<file path="src/bbd_pkg.sv">
package bbd_pkg;

    // Register file layout (word index = paddr[3:2])
    localparam int          APB_ADDR_W      = 4;
    localparam logic [1:0]  REG_FRAME_WIDTH  = 2'd0;
    localparam logic [1:0]  REG_FRAME_HEIGHT = 2'd1;
    localparam logic [1:0]  REG_SAMPLE_BITS  = 2'd2;

    localparam logic [12:0] FRAME_WIDTH_RST  = 13'd640;
    localparam logic [15:0] FRAME_HEIGHT_RST = 16'd480;
    localparam logic [4:0]  SAMPLE_BITS_RST  = 5'd8;

    // Block queue between front and back end
    localparam int QUEUE_DEPTH = 4;
    localparam int QUEUE_AW    = 2;

    // Output pixel order inside a block
    localparam logic [1:0] PIX_TOP_LEFT  = 2'd0;
    localparam logic [1:0] PIX_TOP_RIGHT = 2'd1;
    localparam logic [1:0] PIX_BOT_LEFT  = 2'd2;
    localparam logic [1:0] PIX_BOT_RIGHT = 2'd3;

    // One completed 2x2 block; coordinates are those of the red sample
    typedef struct packed {
        logic [7:0]  red;
        logic [7:0]  green_top;
        logic [7:0]  green_bot;
        logic [7:0]  blue;
        logic [11:0] pos_x;
        logic [15:0] pos_y;
    } block_t;

endpackage

</file>
<file path="src/bbd_queue.sv">
module bbd_queue
    import bbd_pkg::*;
(
    input  logic   aclk,
    input  logic   aresetn,
    input  logic   push_valid,
    output logic   push_ready,
    input  block_t push_block,
    output logic   pop_valid,
    input  logic   pop_ready,
    output block_t pop_block
);

    block_t              entry_reg [QUEUE_DEPTH];
    logic [QUEUE_AW-1:0] wr_ptr_reg;
    logic [QUEUE_AW-1:0] rd_ptr_reg;
    logic [QUEUE_AW:0]   count_reg;
    logic                do_push;
    logic                do_pop;

    assign push_ready = count_reg != (QUEUE_AW + 1)'(QUEUE_DEPTH);
    assign pop_valid  = count_reg != '0;
    assign do_push    = push_valid && push_ready;
    assign do_pop     = pop_valid && pop_ready;
    assign pop_block  = entry_reg[rd_ptr_reg];

    always_ff @(posedge aclk) begin
        if (!aresetn) begin
            wr_ptr_reg <= '0;
            rd_ptr_reg <= '0;
            count_reg  <= '0;
        end else begin
            if (do_push) begin
                wr_ptr_reg <= wr_ptr_reg + 1'b1;
            end
            if (do_pop) begin
                rd_ptr_reg <= rd_ptr_reg + 1'b1;
            end
            if (do_push && !do_pop) begin
                count_reg <= count_reg + 1'b1;
            end else if (do_pop && !do_push) begin
                count_reg <= count_reg - 1'b1;
            end
        end
    end

    always_ff @(posedge aclk) begin
        if (do_push) begin
            entry_reg[wr_ptr_reg] <= push_block;
        end
    end

endmodule

</file>
<file path="config.mk">
export PLATFORM = sky130hd
export DESIGN_NAME = bbd_queue
export DESIGN_NICKNAME = d
export VERILOG_FILES = /design/src/bbd_pkg.sv /design/src/bbd_queue.sv
export SDC_FILE = /design/constraint.sdc
export NUM_CORES = 1
export LEC_CHECK = 0
export BUFFER_PORTS_ARGS = -buffer_cell sky130_fd_sc_hd__buf_2
export CORE_MARGIN = 4
export CORE_UTILIZATION = 24
export CTS_CLUSTER_SIZE = 14
export DETAILED_ROUTE_END_ITERATION = 16
export PLACE_DENSITY = 0.42
export SLEW_MARGIN = 5
export SYNTH_ARGS = -nofsm -noshare
export SYNTH_HDL_FRONTEND = slang
export SYNTH_SLANG_ARGS = --single-unit
</file>
<file path="constraint.sdc">
create_clock -name aclk -period 4.7 [get_ports aclk]
set_input_delay 0.47 -clock aclk [delete_from_list [all_inputs] [get_ports aclk]]
set_output_delay 0.47 -clock aclk [all_outputs]
set_load 0.02 [all_outputs]
</file>
Word-level counts from Yosys, hierarchy flattened

Memories as Yosys holds them, arrays and structs flattened. A register that Yosys moved wholly into a read port is not among the register bits.
Cells that the tools add are included.

Register bits after elaboration: 7
Word-level logic and storage cells: 23
Output and inout bits: 62
Memories kept: 1
Memory bits (writable): 240

Memory list:

| memory    | depth | width | rd ports | clocked after memory_dff | wr ports | RTL line        | source |
|---|---|---|---|---|---|---|---|
| entry_reg | 4     | 60    | 1        | 1                        | 1        | bbd_queue.sv:14 | `block_t entry_reg [QUEUE_DEPTH];` |

Equality and inequality tests: 1
Mux-type cells: 6
Reduce and logical (&&, ||, !) cells: 8
Add/subtract/negate cells: 4

Operator list:

| operator                                          | count |
|---|---|
| 2-to-1 mux 3 bit                                  | 2 |
| adder 2 x 1 -> 2 bit (second input constant)      | 2 |
| logical AND 1 bit                                 | 4 |
| 2-to-1 mux 2 bit                                  | 2 |
| adder 3 x 1 -> 3 bit (second input constant)      | 1 |
| != test 3 bit (second input constant)             | 1 |
| nonzero test 3 bit                                | 1 |
| subtractor 3 x 1 -> 3 bit (second input constant) | 1 |
| logical NOT 1 bit                                 | 2 |
| 2-to-1 mux 1 bit                                  | 2 |
| nonzero test 2 bit                                | 1 |

Longest topological paths before layout

Word-level depth: 6
Mapped depth: 8
Depth with buffers taken out: 8

Worst setup path after synthesis

Ideal clock, no wire load.

Kind: reg2reg
Start: register count_reg[0]
End: memory entry_reg[0][0] (netlist bit), enable pin
Stages on the path, launching flop included: 4
Data required time: 4.276 ns
Path buffers: 0
Data arrival time: 2.316 ns
Slack: 1.960 ns
Clock period less this slack: 2.740 ns
Path through: dfxtp_1 nor2_1 a21boi_2 and2_1

Cells in the longest elaborated chain, start to end: 4

Ends and longest elaborated chain:

| what                                   | RTL line        | source |
|---|---|---|
| start, declared                        | bbd_queue.sv:17 | `logic [QUEUE_AW:0] count_reg;` |
| start signal, assigned                 | bbd_queue.sv:40 | `count_reg <= count_reg + 1'b1;` |
| start signal, assigned                 | bbd_queue.sv:42 | `count_reg <= count_reg - 1'b1;` |
| != test 3 bit                          | bbd_queue.sv:21 | `assign push_ready = count_reg != (QUEUE_AW + 1)'(QUEUE_DEPTH);` |
| logical AND 1 bit                      | bbd_queue.sv:23 | `assign do_push = push_valid && push_ready;` |
| via do_push                            | bbd_queue.sv:18 | `logic do_push;` |
| 2-to-1 mux 1 bit                       | bbd_queue.sv:48 | `if (do_push) begin` |
| 2-to-1 mux 1 bit (not written as such) | bbd_queue.sv:49 | `entry_reg[wr_ptr_reg] <= push_block;` |
| end, declared                          | bbd_queue.sv:14 |  |

The timed path passes the listed nets, and every way through them passes these cells.

==> flow_metrics.tcl <==
set metrics [dict create \
    status "completed" \
    fin_skew_ps 21.3 \
    dp.cells 985 \
    cts.sinks 249 \
    synth_top_cell_area_share 0.782 \
    grt_pass1_vias 4843 \
    cts_tree "yes" \
    via_per_inst 4.00 \
    wl_per_cell_um 18.4 \
    path_max_fanout 45 \
    leakage_nw 3.66 \
    synth_edf_count 240 \
    antenna_left 0 \
    syn-num-nets 432 \
    fin_cells 1036 \
    nFillCells 3697 \
    cts_hold_buffers 0 \
    r2r-end "count_reg[2]" \
    cts_root_buffer "clkbuf_16" \
    fin_crit_sh 0.663 \
    synthCells 362 \
    grt_pass1_wl_mm 29.4 \
    reg2regPathDepth 8 \
    remaining_drc_errors 0 \
    yosys.area_share.simple 0.00991 \
    syn_area_mm2 0.00922 \
    yosys_warnings 0 \
    path_clk_slew_ps 60 \
    cts.htree.levels 1 \
    internal_power_mw 4.63 \
    yosys.area_share.xor_xnor 0.00380 \
    clock_latency_ps 550 \
    ioPinCount 126 \
    reg2reg_slack_ps 2140 \
    drive_gt1_frac 0.444 \
    cts_buffers 29 \
    final_area_mm2 0.0112 \
    setup_tns_ps 0 \
    finalHoldViolations 0 \
    synth_top_flop_cell "edfxtp_1" \
    clock_power_share 0.328 \
    pwr-share-seq 0.453 \
    max_freq_mhz 321 \
    die_y_um 204 \
    synth_fa_ha_area_frac 0.00896 \
    drt_pass1_iterations 4 \
    cp.required_ps 4230 \
    largest_reg_flops 240 \
    antenna_cells 0 \
    share_comb_of_total_power 0.219 \
    p_sw_frac 0.282 \
    start_util 0.244 \
    yosys-top-cells-area "edfxtp_1 78%, mux4_2 15%, dfxtp_1 2.0%" \
    yosysTopAreaCell "edfxtp_1" \
    period_minus_slack_ps 3110 \
    muxShareOfSynthArea 0.150 \
    power_density_mw_per_mm2 573 \
    gp_congestion 0.677 \
    grt_antenna_before_repair 2 \
    hpwl_mm 10.8 \
    worst-endpoint-arrival_ps 2640 \
    drt-total-wl_mm 19.1 \
    area_growth_pct 22.0 \
    ir_worst_vdd_mv 0.306 \
    cts_resized 0 \
    coreArea_mm2 0.0378 \
    synth.avg_cell_area_um2 25.5 \
    synthArstFlopShare 0 \
    drt_iter0_markers 201 \
    netSwitchingPower_mw 1.82 \
    maxSlewViolCount 0 \
    grt.total_usage 0.0919 \
    rsz0062_at_grt "false" \
    reg2reg_from "count_reg[0]" \
    ys_ff_latch 249 \
    dieWidth_um 204 \
    placed_cell_area_mm2 0.0103 \
    rows 71 \
    synth-seq-area-share 0.801 \
    maxSlewHeadroom 0.296 \
    grt_max_degree 61 \
    start_kind "flip-flop" \
    setup_viol 0 \
    synth_top_family_by_area "multiplexers" \
    final_nets 575 \
    post_cts_buffers 0 \
    clockBufferDepth 3 \
    synth_compound_area_frac 0.00665 \
    cap_violations 0 \
    crit_end "pop_block[59]" \
    crit_path_end_kind "output pin" \
    design.die.area_mm2 0.0416 \
    tightestPinTransition_ps 1060 \
    synth.distinct_cells 24 \
    overflow 0 \
    hp-class "in -> reg" \
    vias 4146 \
    io_buffers 125 \
    crit_type "reg -> out" \
]
[power groups by stage]
stage / clock [mW] / sequential, mW / combinational [mW]
6_report: 2.11 / 2.92 / 1.41
5_1_grt: 2.29 / 2.98 / 1.52
4_1_cts: 2.19 / 2.95 / 1.46
3_5_place_dp: 0 / 2.99 / 1.46
3_3_place_gp: 0 / 2.97 / 1.44
2_1_floorplan: 0 / 2.80 / 1.20
[per-stage QoR]
| step | setup slack (ps) | hold slack (ps) | utilization | total power [mW] |
|---|---|---|---|---|
| 2_1_floorplan | 1960 | 468 | - | 4.00 |
| 3_3_place_gp | 2010 | 476 | 0.274 | 4.41 |
| 3_5_place_dp | 2000 | 503 | 0.274 | 4.45 |
| 4_1_cts | 1410 | 97.9 | 0.298 | 6.60 |
| 5_1_grt | 1310 | 111 | 0.298 | 6.79 |
| 6_report | 1590 | 137 | 0.298 | 6.45 |
[placed cells by master, fill, tap and decap left out, types with 3 or more instances in the layout]
master and n:
edfxtp_1 240, buf_2 125, mux4_2 60, clkbuf_16 29, clkbuf_1 10, dfxtp_1 7, nand2_1 5, ha_1 5
and2_4 4, and2_1 4, clkinv_1 4, inv_1 3, xnor2_1 3, mux2i_1 3, clkbuf_8 3
[logic make-up after synthesis]
logic type,after synthesis
DFF,249
muxes,63
buffers and inverters,18
and+or+nand+nor,17
adders and majority gates,6
AOI/OAI and AO/OA,5
xor gates and xnor gates,4
[per-layer routing]
layer / vias up / GRT usage / share of wire
met1: 2182 / 0.116 / 0.43
met5: - / 0 / 0.0014
met4: 4 / 0.0290 / 0.025
li1: 1825 / - / -
met2: 101 / 0.157 / 0.50
met3: 34 / 0.0233 / 0.052
[worst max-delay path, cell delays in order (launching register included)]
cell and delay [ps]:
dfxtp_4 980, buf_4 390, mux4_2 540, buf_2 180
[worst min-delay path by stage]
stage / to / cells past startpoint / slack (ps) / start
final: entry_reg[1][41] / 1 / 140 / push_block[41]
after CTS: entry_reg[1][41] / 1 / 100 / push_block[41]
after global placement: wr_ptr_reg[1] / 2 / 480 / wr_ptr_reg[1]
after detailed placement: wr_ptr_reg[1] / 2 / 500 / wr_ptr_reg[1]
after global routing: entry_reg[2][27] / 1 / 110 / push_block[27]
after floorplan: wr_ptr_reg[1] / 2 / 470 / wr_ptr_reg[1]
[cell usage after synthesis (2+ instances only)]
| cell | count |
|---|---|
| xnor2_1 | 3 |
| nand2_1 | 5 |
| ha_1 | 5 |
| buf_2 | 6 |
| inv_1 | 3 |
| mux2i_1 | 3 |
| buf_12 | 6 |
| mux4_2 | 60 |
| edfxtp_1 | 240 |
| dfxtp_1 | 9 |
| or3_1 | 2 |
| and2_1 | 8 |
[area by class of cell]
type                    instances  area, µm²  share of cell area
clock buffers                  42        805              0.0715
repair buffers                127        641              0.0570
inverters                       3       11.3             0.00100
clock inverters                 9       96.3             0.00857
flip-flops and latches        249       7390               0.657
multi-input cells              95       1660               0.148
well taps                     511        639              0.0568
Note: power is estimated with default switching activity, not from simulation.
