## src/bbd_pkg.sv

```systemverilog
package bbd_pkg;

    // Register file layout (word index = paddr[3:2])
    localparam int          APB_ADDR_W      = 4;
    localparam logic [1:0]  REG_FRAME_WIDTH  = 2'd0;
    localparam logic [1:0]  REG_FRAME_HEIGHT = 2'd1;
    localparam logic [1:0]  REG_SAMPLE_BITS  = 2'd2;

    localparam logic [12:0] FRAME_WIDTH_RST  = 13'd640;
    localparam logic [15:0] FRAME_HEIGHT_RST = 16'd480;
    localparam logic [4:0]  SAMPLE_BITS_RST  = 5'd8;

    // Block queue between front and back end
    localparam int QUEUE_DEPTH = 4;
    localparam int QUEUE_AW    = 2;

    // Output pixel order inside a block
    localparam logic [1:0] PIX_TOP_LEFT  = 2'd0;
    localparam logic [1:0] PIX_TOP_RIGHT = 2'd1;
    localparam logic [1:0] PIX_BOT_LEFT  = 2'd2;
    localparam logic [1:0] PIX_BOT_RIGHT = 2'd3;

    // One completed 2x2 block; coordinates are those of the red sample
    typedef struct packed {
        logic [7:0]  red;
        logic [7:0]  green_top;
        logic [7:0]  green_bot;
        logic [7:0]  blue;
        logic [11:0] pos_x;
        logic [15:0] pos_y;
    } block_t;

endpackage

```

## src/bbd_back.sv

```systemverilog
module bbd_back
    import bbd_pkg::*;
(
    input  logic        aclk,
    input  logic        aresetn,
    input  logic        blk_valid,
    output logic        blk_ready,
    input  block_t      blk,
    output logic        m_valid,
    input  logic        m_ready,
    output logic [7:0]  m_red,
    output logic [7:0]  m_green,
    output logic [7:0]  m_blue,
    output logic [11:0] m_pixel_x,
    output logic [15:0] m_pixel_y,
    output logic        m_last
);

    logic [1:0]  phase_reg;
    logic        m_valid_reg;
    logic [7:0]  red_reg, green_reg, blue_reg;
    logic [11:0] x_reg;
    logic [15:0] y_reg;
    logic        last_reg;

    logic        load;
    logic [8:0]  g_sum;
    logic [7:0]  g_avg;
    logic [11:0] x_left;
    logic [15:0] y_up;
    logic [7:0]  green_next;
    logic [11:0] x_next;
    logic [15:0] y_next;
    logic        last_next;

    assign load      = blk_valid && (!m_valid_reg || m_ready);
    assign blk_ready = load && (phase_reg == PIX_BOT_RIGHT);

    assign g_sum  = 9'(blk.green_top) + 9'(blk.green_bot);
    assign g_avg  = g_sum[8:1];
    assign x_left = blk.pos_x - 12'd1;
    assign y_up   = blk.pos_y - 16'd1;

    // Pick this phase's pixel out of the block
    always_comb begin
        unique case (phase_reg)
            PIX_TOP_LEFT: begin
                green_next = blk.green_top;
                x_next     = x_left;
                y_next     = y_up;
                last_next  = 1'b0;
            end
            PIX_TOP_RIGHT: begin
                green_next = g_avg;
                x_next     = blk.pos_x;
                y_next     = y_up;
                last_next  = 1'b0;
            end
            PIX_BOT_LEFT: begin
                green_next = blk.green_bot;
                x_next     = x_left;
                y_next     = blk.pos_y;
                last_next  = 1'b0;
            end
            PIX_BOT_RIGHT: begin
                green_next = blk.green_bot;
                x_next     = blk.pos_x;
                y_next     = blk.pos_y;
                last_next  = 1'b1;
            end
            default: begin
                green_next = blk.green_bot;
                x_next     = blk.pos_x;
                y_next     = blk.pos_y;
                last_next  = 1'b0;
            end
        endcase
    end

    // Output register and phase counter
    always_ff @(posedge aclk) begin
        if (!aresetn) begin
            phase_reg   <= PIX_TOP_LEFT;
            m_valid_reg <= 1'b0;
        end else if (load) begin
            phase_reg   <= phase_reg + 2'd1;
            m_valid_reg <= 1'b1;
        end else if (m_ready) begin
            m_valid_reg <= 1'b0;
        end
    end

    always_ff @(posedge aclk) begin
        if (load) begin
            red_reg   <= blk.red;
            green_reg <= green_next;
            blue_reg  <= blk.blue;
            x_reg     <= x_next;
            y_reg     <= y_next;
            last_reg  <= last_next;
        end
    end

    assign m_valid   = m_valid_reg;
    assign m_red     = red_reg;
    assign m_green   = green_reg;
    assign m_blue    = blue_reg;
    assign m_pixel_x = x_reg;
    assign m_pixel_y = y_reg;
    assign m_last    = last_reg;

endmodule

```

## config.mk

```make
export PLATFORM = sky130hd
export DESIGN_NAME = bbd_back
export DESIGN_NICKNAME = d
export VERILOG_FILES = /design/src/bbd_pkg.sv /design/src/bbd_back.sv
export SDC_FILE = /design/constraint.sdc
export NUM_CORES = 1
export LEC_CHECK = 0
export BUFFER_PORTS_ARGS = -buffer_cell sky130_fd_sc_hd__buf_2
export CAP_MARGIN = 0
export CORE_MARGIN = 5
export CORE_UTILIZATION = 43
export CTS_CLUSTER_SIZE = 20
export DETAILED_ROUTE_END_ITERATION = 6
export PLACE_DENSITY = 0.77
export SYNTH_ARGS = -nofsm -noshare
export SYNTH_HDL_FRONTEND = slang
export SYNTH_SLANG_ARGS = --single-unit
```

## constraint.sdc

```tcl
create_clock -name aclk -period 2.2 [get_ports aclk]
set_input_delay 0.55 -clock aclk [delete_from_list [all_inputs] [get_ports aclk]]
set_output_delay 0.55 -clock aclk [all_outputs]
set_load 0.01 [all_outputs]
```

# Yosys cells after proc, flatten, opt, wreduce, memory -nomap -nowiden
# Cells that the tools add are included.
[op_classes] n_addsub=4 eq_ne=3 muxes=6 reduce_logical=11
[ops] operator="16-bit one-hot mux with 2 select lines" count=1
[ops] operator="12-bit one-hot mux with 2 select lines" count=1
[ops] operator="8-bit one-hot mux with 3 select lines" count=1
[ops] operator="16-bit by 1-bit subtractor with 16-bit output (second input constant)" count=1
[ops] operator="12-bit by 1-bit subtractor with 12-bit output (second input constant)" count=1
[ops] operator="8-bit by 8-bit adder with 9-bit output" count=1
[ops] operator="2-bit OR reduction" count=4
[ops] operator="2-bit equality test (second input constant)" count=2
[ops] operator="3-bit OR reduction" count=1
[ops] operator="2-bit by 1-bit adder with 2-bit output (second input constant)" count=1
[ops] operator="2-bit by 1-bit equality test with 1-bit output (second input constant)" count=1
[ops] operator="1-bit logical AND" count=2
[ops] operator="2-bit logical NOT" count=1
[ops] operator="1-bit two-way mux" count=2
[ops] operator="1-bit one-hot mux with 2 select lines" count=1
[ops] operator="2-bit nonzero test" count=1
[ops] operator="1-bit logical NOT" count=1
[ops] operator="1-bit logical OR" count=1
[word_totals] regBits=56 output_inout_bits=55 elab_cells=32

# Longest topological paths before layout
# Gate-level depths: netlist of the first run.
[logic_depth] depth_word=4 mapped_depth=8

# Worst setup path before layout of the first run
# Ideal clock, no wire load.
[synth_path] path_kind="register -> register" from="register phase_reg[1]" to="register x_reg[10], in the netlist m_pixel_x[10], data pin" arrival_ns=2.140 t_required_ns=1.929 slack_ns=-0.211 stages_incl_launch_ff=9 n_path_buf=1 synth_period_minus_slack_ns=2.411 path_cell_list="dfxtp_1 -> clkbuf_1 -> inv_1 -> ha_1 -> nor4_1 -> nand2_1 -> or4_1 -> nor4_1 -> xor2_1"
[synth_via] elab_chain_cells=3
[synth_lines] item="start, declared" line="bbd_back.sv:19" source="logic [1:0] phase_reg;"
[synth_lines] item="start signal, assigned" line="bbd_back.sv:86" source="phase_reg <= phase_reg + 2'd1;"
[synth_lines] item="2-bit equality test, or another cell as far along" line="bbd_back.sv:46" source="unique case (phase_reg)"
[synth_lines] item="2-bit OR reduction (no source line)"
[synth_lines] item="12-bit one-hot mux with 2 select lines *" line="bbd_back.sv:46"
[synth_lines] item="named net x_next[10]" line="bbd_back.sv:32" source="logic [11:0] x_next;"
[synth_lines] item="end signal, assigned" line="bbd_back.sv:98" source="x_reg <= x_next;"
[synth_lines] item="end, declared" line="bbd_back.sv:22" source="logic [11:0] x_reg;"
# Mark *: on every way through the listed nets, which the timed path passes. The rest lies on a longest branch.
# A chain may end at the register's enable or synchronous reset.

# Worst setup path in the final report of the first run
[layout_path] from="register phase_reg[0]" to="register y_reg[14], in the netlist m_pixel_y[14], data pin"
[layout_via] elab_chain_cells=3
[layout_lines] item="2-bit equality test, or another cell as far along" line="bbd_back.sv:46"
[layout_lines] item="2-bit OR reduction (no source line)"
[layout_lines] item="16-bit one-hot mux with 2 select lines *" line="bbd_back.sv:46"
[layout_lines] item="named net y_next[14]" line="bbd_back.sv:33" source="logic [15:0] y_next;"
[layout_lines] item="end signal, assigned" line="bbd_back.sv:99" source="y_reg <= y_next;"
[layout_lines] item="end, declared" line="bbd_back.sv:23" source="logic [15:0] y_reg;"
# Marked as above.

==> results of run 1 <==
stage by stage:
stage	hold WS (ns)	util, %
floorplan	0.540	-
global placement	0.510	58.2
detailed placement	0.538	58.2
CTS	0.397	59.8
global route	0.388	60.3
finish	0.409	60.3
report_power, final:
part           internal (mW)  total (mW)  switching (mW)
sequential              1.26        1.29          0.0237
clock                  0.227       0.558           0.331
combinational          0.224       0.487           0.264
total                   1.72        2.33           0.619
critical path, cell delays in order, from the launching register on:
cell and delay [ns]:
dfxtp_4 0.38, inv_2 0.04, ha_2 0.19, or4b_4 0.52, or3_4 0.36, nand2b_4 0.16, nor4_4 0.15, xor2_1 0.09
what timing repair did:
item	4_1_cts	5_1_grt
hold buffers	0	0
endpoints found under the setup margin	5	6
gates resized for setup	4	8
pin swaps	0	1
how the worst max path moves through the flow:
stage	start	to
after CTS	phase_reg[0]	m_pixel_y[14]
final	phase_reg[0]	m_pixel_y[14]
after detailed placement	blk[0]	m_pixel_y[10]
after floorplan	blk[1]	m_pixel_y[10]
after global routing	phase_reg[0]	m_pixel_y[14]
after global placement	blk[0]	m_pixel_y[10]
placed cells by master, fill, tap and decap left out, types with 2 or more instances in the layout:
master      synthesis  routed
buf_2               0     118
edfxtp_1           53      53
buf_4               0      29
nand2_1            19      19
xor2_1             17      17
nor2_1             12      11
xnor2_1            11      11
ha_1               13      11
inv_1              11       9
a21oi_1             9       9
o21ai_0             6       6
clkbuf_8            0       5
a221oi_1            5       4
and2_1              3       3
a21o_1              3       3
a22oi_1             3       3
nor4_4              2       3
nor3_1              4       3
nand2b_1            2       2
clkinvlp_4          0       2
nand3_1             2       2
or4_4               0       2
nor4_2              0       2
nor3_2              1       2
or4b_4              2       2
or3_4               2       2
or4_1               4       2
a21boi_0            2       2
ha_2                0       2
layer usage:
metal	part of all wire, %	up-vias
li1	-	1070
met1	39	1001
met2	52	84
met3	7.0	12
met4	2.1	0
met5	0	-
cell type report:
class | count | share of cell area [%]
flip-flops and latches | 56 | 43.8
clock buffers | 6 | 1.92
multi-input cells | 138 | 28.7
inverters | 11 | 1.19
repair buffers | 147 | 21.4
well taps | 77 | 2.55
clock inverters | 2 | 0.430
cells by family after synthesis:
group | Yosys count
flip-flops | 56
AND/OR/NAND/NOR | 65
XOR/XNOR | 28
buffers and inverters | 15
adder cells (fa/ha/maj) | 14
AO/OA/AOI/OAI | 30
multiplexers | 1
==> flow_summary.yaml, run 1 <==
route:
  wire_per_inst_um: 15.0
  drt_pass1_iterations: 4
  finalWirelength_um: 6550
  antenna_left: 0
  drc_errors: 0
  num_vias: 2167
  viasPerCell: 4.96
  initialDrtViolationCount: 90
sta:
  setup_slack_ns: 0.0715
  setup_viol: 0
  slew_viol_final: 0
  finalCritPeriodShare_pct: 96.7
  max_freq_mhz: 470
  max_slew_margin_pct: 69.9
  rsz0062_at_grt: "false"
  worst_pin_slew_ns: 0.452
  skew_ns: 0.00522
  tns_ns: 0
  fin_crit_ns: 2.13
  hold_violations: 0
yosys:
  avgSynthCellArea_um2: 13.1
  synth_top_area_share_pct: 58.1
  async_flop_share_pct: 0
  synth_common_cells: "edfxtp_1 (53), nand2_1 (19), xor2_1 (17)"
  synth_top_family_by_area: "simple AND/OR/NAND/NOR gates"
  synth_mux_area_share_pct: 0.365
  synth_most_common_cell: "edfxtp_1"
  synthDistinctLibCells: 38
  syn-cell-area_mm2: 0.00274
  syn-instance-count: 209
  ys_ff_latch: 56
  synth-xor-area-share_pct: 8.95
  synth_flop_cell: "edfxtp_1"
  synthSimpleGateAreaFrac_pct: 14.7
  synth_compound_area_share_pct: 7.03
  synth_edf_count: 53
  syn_nets: 287
  yosys_warnings: 0
  synth_area_leaders: "edfxtp_1 (58%), ha_1 (5.9%), xor2_1 (5.4%)"
  synth_top_cell_by_area: "edfxtp_1"
  synth_fa_ha_area_share_pct: 6.66
  yosysSeqAreaShare_pct: 60.2
placed_design:
  placed_cells: 429
  dp_hpwl_um: 5270
  dpl_worst_slack_ns: -0.234
  portBuffers: 118
  placed_cell_area_mm2: 0.00365
  gp_congestion: 0.873
setup_path:
  crit_type: "reg2reg"
  reg2reg_slack_ns: 0.07
  reg2reg_to: "m_pixel_y[14]"
  reg2regPathDepth: 7
  required_ns: 2.26
  cp_max_fo: 4
  r2r-start: "phase_reg[0]"
  startpoint_type: "flip-flop"
  crit_arrival_ns: 2.19
  critPathCaptureType: "flip-flop"
final_layout:
  fillers: 531
  layout.area.seq_mm2: 0.00166
  nets: 437
  finalNonFillerCells: 437
  syn_to_final_growth_pct: 38.0
  multi_input_area_mm2: 0.00109
  antennaDiodeCount: 0
  final_area_mm2: 0.00378
  drive_gt1_share_pct: 49.4
  largest_reg_flops: 16
hold_path:
  min_from: "blk[59]"
  hold_depth: 1
  min_path_type: "in2reg"
  hold_end: "m_red[7]"
die:
  initial_utilization_pct: 43.7
  die_h_um: 89.8
  ios: 119
  row_count: 29
  die_w_um: 89.8
  coreArea_mm2: 0.00628
  die_area_mm2: 0.00807
cts:
  cts_made_buffers: 5
  worstSkewPairLatency_ns: 0.31
  h-tree-depth: 2
  path_clk_slew_ns: 0.10
  cts_tree: "built"
  cts_sinks: 56
  cts_setup_buffers: 0
  cts_buffer_depth: 2
  cts_root_buf: "clkbuf_8"
global_routing:
  top_usage_layer: "met2"
  grt_pass1_vias: 2175
  overflow: 0
  use_met2_pct: 27.5
  grt_pass1_wl_um: 10600
  use_met3_pct: 4.09
  use_met1_pct: 18.9
  grt_usage_pct: 16.0
  grt_max_degree: 36
  antenna_found_initial: 0
power_and_ir_drop:
  power_mw: 2.33
  power_density_mw_per_mm2: 617
  leakage_nw: 1.68
  ir_drop_uv: 349
run:
  cap_violations: 0
run_status:
  status: "finished clean"
(Power assumes the default switching activity.)
==> run 2: changes to the inputs <==
Settings changed: CORE_UTILIZATION 43 to 45, REMOVE_ABC_BUFFERS set to 1.
Clock period 2.2 ns to 2.13 ns, I/O delays scaled along.
==> flow_summary.yaml, run 2 (synthesized netlist as in run 1, its figures left out) <==
final_layout:
  nets: 443
  drive_gt1_share_pct: 52.5
  syn_to_final_growth_pct: 42.4
  final_common_cell: "buf_2"
  largest_reg_flops: 16
  fillers: 466
  antennaDiodeCount: 0
  mostFrequentLayoutCells: "buf_2 (118), edfxtp_1 (53), buf_4 (33), nand2_1 (19), xor2_1 (17)"
setup_path:
  required_ns: 2.19
  reg2regPathDepth: 7
  cp_max_fo: 4
  crit_type: "reg2reg"
  reg2reg_to: "m_pixel_y[14]"
  startpoint_type: "flip-flop"
  r2r-start: "phase_reg[1]"
  critPathCaptureType: "flip-flop"
  reg2reg_slack_ns: -0.05
  crit_arrival_ns: 2.24
hold_path:
  min_from: "blk[34]"
  hold_depth: 1
  min_path_type: "in2reg"
  hold_end: "m_blue[6]"
sta:
  fin_crit_ns: 2.18
  rsz0062_at_grt: "true"
  setup_slack_ns: -0.0521
  tns_ns: -0.0550
  setup_viol: 2
  worst_pin_slew_ns: 0.383
  hold_violations: 0
  finalCritPeriodShare_pct: 102
  skew_ns: 0.0104
  whs_ns: 0.387
  max_freq_mhz: 458
  slew_viol_final: 0
  max_slew_margin_pct: 74.3
die:
  initial_utilization_pct: 46.3
  die_area_mm2: 0.00775
  die_h_um: 88.1
  row_count: 28
  ios: 119
  coreArea_mm2: 0.00592
  die_w_um: 88.1
route:
  drt_pass1_iterations: 4
  drc_errors: 0
  finalWirelength_um: 6920
  wire_per_inst_um: 15.7
  initialDrtViolationCount: 57
  num_vias: 2202
  antenna_left: 0
  viasPerCell: 4.99
global_routing:
  grt_pass1_vias: 2221
  overflow: 0
  grt_usage_pct: 17.6
  grt_max_degree: 46
  grt_pass1_wl_um: 10500
  antenna_found_initial: 0
run:
  cap_violations: 0
run_status:
  status: "complete, but fails checks"
  failed_checks: "setup timing"
cts:
  cts_made_buffers: 5
  worstSkewPairLatency_ns: 0.31
  cts_tree: "built"
  path_clk_slew_ns: 0.11
  cts_hold_buf: 0
  cts_buffer_depth: 2
  cts_sinks: 56
  cts_root_buf: "clkbuf_8"
  h-tree-depth: 2
placed_design:
  gp_congestion: 0.789
  dp_hpwl_um: 5370
  portBuffers: 118
  dpl_worst_slack_ns: -0.336
power_and_ir_drop:
  p_seq_share_pct: 53.6
  clockPowerShare_pct: 24.9
  swShare_pct: 27.7
  leakage_nw: 1.74
  combPwrFrac_pct: 21.5
  power_density_mw_per_mm2: 635
  ir_drop_uv: 321
  switching_power_uw: 685
  p_int_mw: 1.79
-- run 2: changes by cell type in the layout (fill, tap and decap cells not counted), moves of 2 or more --
cell,previous run,this run
buf_4,29,33
nor2_1,11,8
nor3_1,3,0
nor2_4,0,2
nor3_2,2,4
-- run 2: area by class of cell --
cell class / instances / area (µm²) / share of cell area, %
Clock buffer: 5 / 68.8 / 1.76
Sequential cell: 56 / 1660 / 42.4
Timing Repair Buffer: 153 / 870 / 22.3
Clock inverter: 3 / 27.5 / 0.705
Multi-Input combinational cell: 138 / 1140 / 29.3
Tap cell: 75 / 93.8 / 2.40
Inverter: 11 / 41.3 / 1.06
-- run 2: power groups by stage --
stage | Combinational, mW | Clock [mW] | Sequential [mW]
2_1_floorplan | 0.193 | 0 | 1.40
5_1_grt | 0.586 | 0.671 | 1.33
4_1_cts | 0.520 | 0.634 | 1.33
6_report | 0.533 | 0.617 | 1.33
3_3_place_gp | 0.494 | 0 | 1.35
3_5_place_dp | 0.513 | 0 | 1.35
-- run 2: timing repair --
item                       CTS  global route
pin swaps                    0             4
setup endpoints to repair   13            16
buffers inserted             1             0
resized for setup           11            16
-- run 2: worst max-delay path by stage --
| stage | end | slack [ns] | depth (start not counted) | from |
|---|---|---|---|---|
| 2_1_floorplan | m_pixel_x[10] | -0.27 | 7 | phase_reg[1] |
| 3_5_place_dp | m_green[5] | -0.34 | 8 | blk[36] |
| 3_3_place_gp | m_green[5] | -0.29 | 8 | blk[36] |
| 4_1_cts | m_pixel_y[14] | -0.06 | 7 | phase_reg[1] |
| 6_report | m_pixel_y[14] | -0.05 | 7 | phase_reg[1] |
| 5_1_grt | m_pixel_y[10] | -0.08 | 6 | phase_reg[1] |
-- run 2: layer usage --
metal	global-route usage (%)	part of all wire, %
met5	0	0
met4	4.67	1.0
met3	2.73	7.1
met2	34.2	54
met1	19.7	38
-- run 2: worst max-delay path: stages (launching register included) --
cell      delay [ns]
dfxtp_4         0.38
buf_6           0.12
ha_4            0.15
or4b_4          0.51
or3_4           0.36
nand2b_4        0.17
nor4_4          0.15
xor2_1          0.10
-- run 2: stage by stage --
stage,utilization [%],area [µm²],power (mW),instances
final,65.9,3900,2.48,441
after global routing,65.9,3900,2.59,441
after CTS,64.7,3830,2.48,441
after detailed placement,62.1,3680,1.87,432
after floorplan,-,2730,1.59,205
after global placement,62.1,3680,1.84,432
